## src/rtl/scfla_pkg.sv

```systemverilog
// Package for the size-class free-list allocator: field widths, codes,
// payload and command/status structs, and the size-to-class helper functions.
// No dependencies.
package scfla_pkg;

    localparam int SIZE_CLASSES   = 32;
    localparam int CLASS_STEP     = 8;
    localparam int OFFSET_BITS    = 16;
    localparam int SIZE_BITS      = 12;
    localparam int PAD_BITS       = 5;
    localparam int STATUS_BITS    = 2;
    localparam int KIND_BITS      = 2;
    localparam int SMALL_LIMIT    = 9;
    localparam int CLASS_BIAS     = 2;
    localparam int STORE_START_RESET = 264;

    localparam int CLASS_BITS     = $clog2(SIZE_CLASSES);
    localparam int STEP_SHIFT     = $clog2(CLASS_STEP);
    localparam int CLASS_RAW_BITS = SIZE_BITS + 1 - STEP_SHIFT;
    localparam int SLOT_BITS      = CLASS_BITS + 1 + STEP_SHIFT;
    localparam int LINK_BITS      = OFFSET_BITS - STEP_SHIFT;
    localparam int LINK_DEPTH     = 1 << LINK_BITS;

    localparam logic [OFFSET_BITS:0] SPACE_LIMIT = {1'b1, {OFFSET_BITS{1'b0}}};

    typedef enum logic [KIND_BITS-1:0] {
        KIND_ALLOC  = 2'd0,
        KIND_FREE   = 2'd1,
        KIND_RESIZE = 2'd2
    } kind_t;

    typedef enum logic [STATUS_BITS-1:0] {
        STAT_OK      = 2'd0,
        STAT_TOO_BIG = 2'd1,
        STAT_FULL    = 2'd2
    } status_t;

    typedef enum logic [2:0] {
        S_IDLE,
        S_EVAL,
        S_PUSH,
        S_TAKE,
        S_POP,
        S_FINISH
    } state_t;

    typedef struct packed {
        logic [KIND_BITS-1:0]   kind;
        logic [OFFSET_BITS-1:0] slot_offset;
        logic [SIZE_BITS-1:0]   new_size;
        logic [SIZE_BITS-1:0]   old_size;
    } req_t;

    typedef struct packed {
        logic [OFFSET_BITS-1:0] result_offset;
        logic [CLASS_BITS-1:0]  size_class;
        logic [PAD_BITS-1:0]    padding_bytes;
        logic                   moved;
        logic [STATUS_BITS-1:0] status;
    } rsp_t;

    // Commands from the controller to the datapath.
    typedef struct packed {
        logic    load_in;    // capture the accepted request
        logic    sel_old;    // head read port indexes the old class
        logic    cap_head;   // keep the new class's head
        logic    set_status;
        status_t status;
        logic    push;       // link the slot onto the old class list
        logic    bump;       // take the slot at the end pointer
        logic    link_rd;    // read the link of the kept head
        logic    pop;        // new head from the link, result from old head
        logic    out_load;   // move the finished result to the output register
    } cmd_t;

    // Status from the datapath to the controller.
    typedef struct packed {
        logic [KIND_BITS-1:0] kind;
        logic too_big;
        logic same_class;
        logic can_take;
        logic head_nz;
        logic out_free;
    } stat_t;

    // Raw class index; values at or above SIZE_CLASSES mean too big.
    function automatic logic [CLASS_RAW_BITS-1:0] class_of(input logic [SIZE_BITS-1:0] size);
        logic [SIZE_BITS:0]        up;
        logic [CLASS_RAW_BITS-1:0] q;
        up = {1'b0, size} + (SIZE_BITS+1)'(CLASS_STEP - 1);
        q  = up[SIZE_BITS:STEP_SHIFT];
        if (size < SIZE_BITS'(SMALL_LIMIT))
            return '0;
        else
            return q - CLASS_RAW_BITS'(CLASS_BIAS);
    endfunction

    function automatic logic [SLOT_BITS-1:0] slot_bytes(input logic [CLASS_BITS-1:0] cls);
        logic [CLASS_BITS:0] biased;
        biased = {1'b0, cls} + (CLASS_BITS+1)'(CLASS_BIAS);
        return {biased, {STEP_SHIFT{1'b0}}};
    endfunction

endpackage

```

## src/rtl/scfla_ctrl.sv

```systemverilog
// Controller of the size-class free-list allocator: sequences evaluate,
// push, take, pop and finish steps. Depends on scfla_pkg.
module scfla_ctrl import scfla_pkg::*;
(
    input  logic  clk,
    input  logic  rst_n,
    input  logic  req_valid,
    output logic  req_stall,
    input  stat_t stat,
    output cmd_t  cmd
);

    state_t state_reg;
    state_t state_next;

    always_ff @(posedge clk or negedge rst_n)
    begin
        if (!rst_n)
            state_reg <= S_IDLE;
        else
            state_reg <= state_next;
    end

    always_comb
    begin
        state_next = state_reg;
        unique case (state_reg)
            S_IDLE:
                if (req_valid)
                    state_next = S_EVAL;
            S_EVAL:
            begin
                unique case (stat.kind)
                    KIND_ALLOC:
                        state_next = (stat.too_big || !stat.can_take) ? S_FINISH : S_TAKE;
                    KIND_FREE:
                        state_next = stat.too_big ? S_FINISH : S_PUSH;
                    KIND_RESIZE:
                        state_next = (stat.too_big || stat.same_class || !stat.can_take)
                                     ? S_FINISH : S_PUSH;
                    default:
                        state_next = S_FINISH;
                endcase
            end
            S_PUSH:
                state_next = (stat.kind == KIND_FREE) ? S_FINISH : S_TAKE;
            S_TAKE:
                state_next = stat.head_nz ? S_POP : S_FINISH;
            S_POP:
                state_next = S_FINISH;
            S_FINISH:
                if (stat.out_free)
                    state_next = S_IDLE;
            default:
                state_next = S_IDLE;
        endcase
    end

    always_comb
    begin
        cmd        = '0;
        cmd.status = STAT_OK;
        req_stall  = (state_reg != S_IDLE);
        unique case (state_reg)
            S_IDLE:
                cmd.load_in = req_valid;
            S_EVAL:
            begin
                cmd.set_status = 1'b1;
                cmd.cap_head   = 1'b1;
                if (stat.too_big)
                    cmd.status = STAT_TOO_BIG;
                else if (((stat.kind == KIND_ALLOC)
                          || ((stat.kind == KIND_RESIZE) && !stat.same_class))
                         && !stat.can_take)
                    cmd.status = STAT_FULL;
                else
                    cmd.status = STAT_OK;
            end
            S_PUSH:
            begin
                cmd.sel_old = 1'b1;
                cmd.push    = 1'b1;
            end
            S_TAKE:
            begin
                cmd.link_rd = stat.head_nz;
                cmd.bump    = !stat.head_nz;
            end
            S_POP:
                cmd.pop = 1'b1;
            S_FINISH:
                cmd.out_load = stat.out_free;
            default:
                cmd = '0;
        endcase
    end

endmodule

```

## config.mk

```make
export PLATFORM = sky130hd
export DESIGN_NAME = scfla_ctrl
export DESIGN_NICKNAME = d
export VERILOG_FILES = /design/src/rtl/scfla_pkg.sv /design/src/rtl/scfla_ctrl.sv
export SDC_FILE = /design/constraint.sdc
export NUM_CORES = 1
export LEC_CHECK = 0
export ABC_CLOCK_PERIOD_IN_PS = 1200
export BUFFER_PORTS_ARGS = -buffer_cell sky130_fd_sc_hd__buf_2
export CORE_AREA = 3 3 40 42
export DETAILED_ROUTE_END_ITERATION = 8
export DIE_AREA = 0 0 43 45
export PLACE_DENSITY = 0.48
export SETUP_SLACK_MARGIN = 0.05
export SLEW_MARGIN = 20
export SYNTH_ARGS = -nofsm -noshare
export SYNTH_HDL_FRONTEND = slang
export SYNTH_SLANG_ARGS = --single-unit
```

## constraint.sdc

```tcl
create_clock -name clk -period 1.2 [get_ports clk]
set_input_delay 0 -clock clk [delete_from_list [all_inputs] [get_ports clk]]
set_output_delay 0 -clock clk [all_outputs]
set_load 0.02 [all_outputs]
```

Word level (Yosys, flattened, before mapping)
Index checks and enable logic that the tools add are counted.
{"block": "word_totals", "register_bits": 3, "latch_bits": 0, "ramBits": 0, "mem_bits_ro": 0, "in_bits": 10, "out_inout_bits": 12, "word_cells": 40, "n_memories": 0}
{"block": "op_classes", "n_addsub": 0, "multipliers": 0, "div_mod_pow": 0, "order_cmp": 0, "eq_ne": 9, "n_shift": 0, "n_mux": 17, "bitwise_logic": 0, "n_reduce_logical": 13}
{"cell": "3-bit two-way mux", "count": 6}
{"cell": "3-bit case mux with 6 select lines", "count": 1}
{"cell": "3-bit case mux with 3 select lines", "count": 1}
{"cell": "3-bit by 2-bit equality test with 1-bit output, second input constant", "count": 2}
{"cell": "3-bit equality test, second input constant", "count": 2}
{"cell": "2-bit two-way mux", "count": 3}
{"cell": "1-bit two-way mux", "count": 5}
{"cell": "1-bit logical OR", "count": 4}
{"cell": "4-bit two-way mux", "count": 1}
{"cell": "2-bit inequality test, second input constant", "count": 2}
{"cell": "3-bit by 1-bit equality test with 1-bit output, second input constant", "count": 1}
{"cell": "1-bit zero test", "count": 3}
{"cell": "3-bit zero test", "count": 1}
{"cell": "3-bit nonzero test", "count": 1}
{"cell": "2-bit by 1-bit equality test with 1-bit output, second input constant", "count": 1}
{"cell": "2-bit equality test, second input constant", "count": 1}
{"cell": "1-bit logical AND", "count": 2}
{"cell": "2-bit zero test", "count": 1}
{"cell": "2-bit AND reduction", "count": 1}

Logic depth before layout (Yosys ltp)
{"block": "depth", "word_depth": 7, "mapped_depth": 4, "mapped_depth_nobuf": 4}

Worst setup path before layout
Ideal clock, no wire load.
{"block": "synth_timing", "path_type": "register -> output", "from": "reg state_reg[1]", "to": "out cmd[10] (netlist name)", "arrival_ps": 1212, "required_ps": 1200, "setup_slack_ps": -12, "stages_incl_launch_ff": 3, "path_buffers": 0, "path_cell_list": "dfrtp_1 or3_1 nor2_1"}
{"element": "start, declared", "line_no": "scfla_ctrl.sv:13", "source": "state_t state_reg;"}
{"element": "start signal, assigned", "line_no": "scfla_ctrl.sv:21", "source": "state_reg <= state_next;"}
{"element": "end, declared", "line_no": "scfla_ctrl.sv:10", "source": "output cmd_t cmd"}

==> reports/results.ini <==
[global_routing]
grt-ovfl-total=0
grt_max_degree=6
grt_pass1_wl_mm=1.59
grt.total_usage_pct=11.3
antenna_found_initial=0
grt_util_met2_pct=20.4
met3_usage_pct=1.99
grt_busiest_layer=met2
grt_pass1_vias=414
grt_util_met1_pct=10.8

[floorplan]
core_sq_um=1280
num_io_pins=22
chipWidth_um=43
num_rows=13
dieArea_sq_um=1940
start_util_pct=22.6
die_y_um=45

[worst_setup_path]
crit_buf_inv=1
critical_path_required_ps=1200
critPathTopFamily=simple AND/OR/NAND/NOR gates
worstSetupStartpoint=state_reg[1]$_DFFE_PN0P_
path_class=reg2out
reg2reg_from=state_reg[1]$_DFFE_PN0P_
cp_cell_sequence=or3_4, nor2_4, buf_6
cp_max_fo=4
critPathLaunchType=flop
slowest_stage=dfrtp_2
cp_slowest_stage_delay_ps=430
end_kind=primary output
cp.arrival_ps=1260

[placement]
place_ws_ps=93.7
place_hpwl_um=581
portBuffers=21
globalplace.congestion=0.725

[clock_tree]
cts_tree=done
root_buffer=clkbuf_4
clk_latency_ps=240
path_clk_slew_ps=40
cts_buffer_depth=2
clock-sinks=3
htreeDepth=1
numCtsBuffers=3

[flow_run]
maxCapViolations=0

[timing]
grt_setup_unrepaired=true
setup_slack_ps=-56.1
fmax_ghz=0.796
fin_worst_skew_ps=4.42
fin_crit_sh_pct=105
drv_slew=0
setup_violations=4
post-route-min-period_ps=1260
relSlewSlack_pct=82.9
worstMarginPinSlew_ps=255
final-hold-violation-count=0
whs_ps=98.5

[route]
first_pass_iters=2
first_iter_violations=4
wirelength_mm=1.05
vias=399
detail_route.vias_per_cell=4.53
drc=0
wl_per_cell_um=11.9
ant_nets=0

[synth]
syn_inst=41
netlist_top_cells_area=dfrtp_1, nor2_1, nand2_1, nand2b_1, nor3_1
syn_area_per_cell_sq_um=7.08
ys_warn_count=0
netlist.area_leader.share_pct=25.9
yosysSeqAreaShare_pct=25.9
synth_area_sq_um=290
yosysUniqueCellTypes=21
yosys.area.top_type=dfrtp_1
synth_nets=51
ys_ff_latch=3

[finish]
nets=84
largest_reg_flops=3
fillers=128
syn_to_final_growth_pct=125
drive_gt1_share_pct=72.6
diodes=0

[power]
total_leakage_power_nw=0.317
vdd_drop_max_mv=0.749
power.density_nw_per_um2=2290

[min_path]
hold_path_class=in2async

[status]
violations=negative setup slack
status=finished, violations left

[cells in the final DEF, fill, tap and decap left out, drive strengths merged]
| master | count |
|---|---|
| dfrtp | 3 |
| buf | 30 |
| or3 | 1 |
| and2b | 1 |
| and3 | 1 |
| nor3b | 1 |
| a211o | 1 |
| o21a | 1 |
| nand2 | 5 |
| a211oi | 1 |
| o21bai | 1 |
| nand2b | 4 |
| a21o | 1 |
| inv | 2 |
| o221ai | 1 |
| clkbuf | 4 |
| nor3 | 3 |
| a21oi | 1 |
| and4bb | 1 |
| dlygate4sd3 | 1 |
| nor2 | 9 |
[cell usage after synthesis]
cell / number
buf_2: 1
o221ai_1: 1
and4bb_1: 1
o21a_1: 1
nand2b_1: 3
and3_1: 1
or3_1: 1
a211oi_1: 1
nand2b_2: 1
a21oi_1: 1
dfrtp_1: 3
and2b_1: 1
a211o_1: 1
o21bai_1: 1
nor3b_1: 1
buf_4: 2
nor2_1: 9
nor3_1: 3
nand2_1: 5
inv_1: 2
a21o_1: 1
[routing by layer]
| layer | wire, um | up-vias | share of wire, % |
|---|---|---|---|
| li1 | - | 203 | - |
| met1 | 416 | 183 | 40 |
| met2 | 577 | 13 | 55 |
| met3 | 57 | 0 | 5.4 |
| met4 | 0 | 0 | 0 |
| met5 | 0 | - | 0 |
[where the power goes]
part           internal [W]  switching (W)  leakage, nW
combinational      0.000558       0.000546        0.268
clock              0.000125      0.0000559       0.0150
sequential         0.000154      0.0000542       0.0333
total              0.000837       0.000656        0.317
[logic make-up (layout without fill, tap and decap cells)]
| logic type | Yosys count | count (layout) | synth area share (%) |
|---|---|---|---|
| AOI/OAI and AO/OA | 7 | 7 | 18.1 |
| and+or+nand+nor | 26 | 26 | 46.6 |
| DFF | 3 | 3 | 25.9 |
| buffers and inverters | 5 | 37 | 9.48 |
[metrics by stage]
step / setup TNS, ps / util, % / std cells / power, W / instance area, sq um
finish: -132 / 50.7 / 88 / 0.00149 / 652
floorplan: 0 / - / 41 / 0.000640 / 295
global route: -466 / 50.7 / 88 / 0.00160 / 652
CTS: -138 / 42.7 / 86 / 0.00127 / 549
global placement: 0 / 31.6 / 75 / 0.000804 / 407
detailed placement: 0 / 31.6 / 75 / 0.000800 / 407
[worst paths after layout]
path	endpoint	slack (ps)	cells after the start
max in group asynchronous	state_reg[0]$_DFFE_PN0P_	980	2
hold reg to reg	state_reg[2]$_DFFE_PN0P_	770	3
setup / recovery	cmd[10]	-60	3
min in group clk	state_reg[2]$_DFFE_PN0P_	140	4
hold / removal	state_reg[1]$_DFFE_PN0P_	100	2
setup reg to reg	state_reg[0]$_DFFE_PN0P_	-50	5
[final cells by class]
type                    instances  area [sq um]  area share (%)
flip-flops and latches          3          78.8            12.1
well taps                      15          18.8            2.88
inverters                       2          7.51            1.15
multi-input cells              33           273            41.8
repair buffers                 31           248            38.0
clock buffers                   4          26.3            4.03
[timing repair]
item,CTS,global route
hold endpoints to repair,3,0
setup endpoints to repair,9,14
buffers inserted,6,3
hold buffers,1,0
resized for setup,20,24
pin swaps,4,3
No activity file was read; power rests on OpenSTA's default activity.
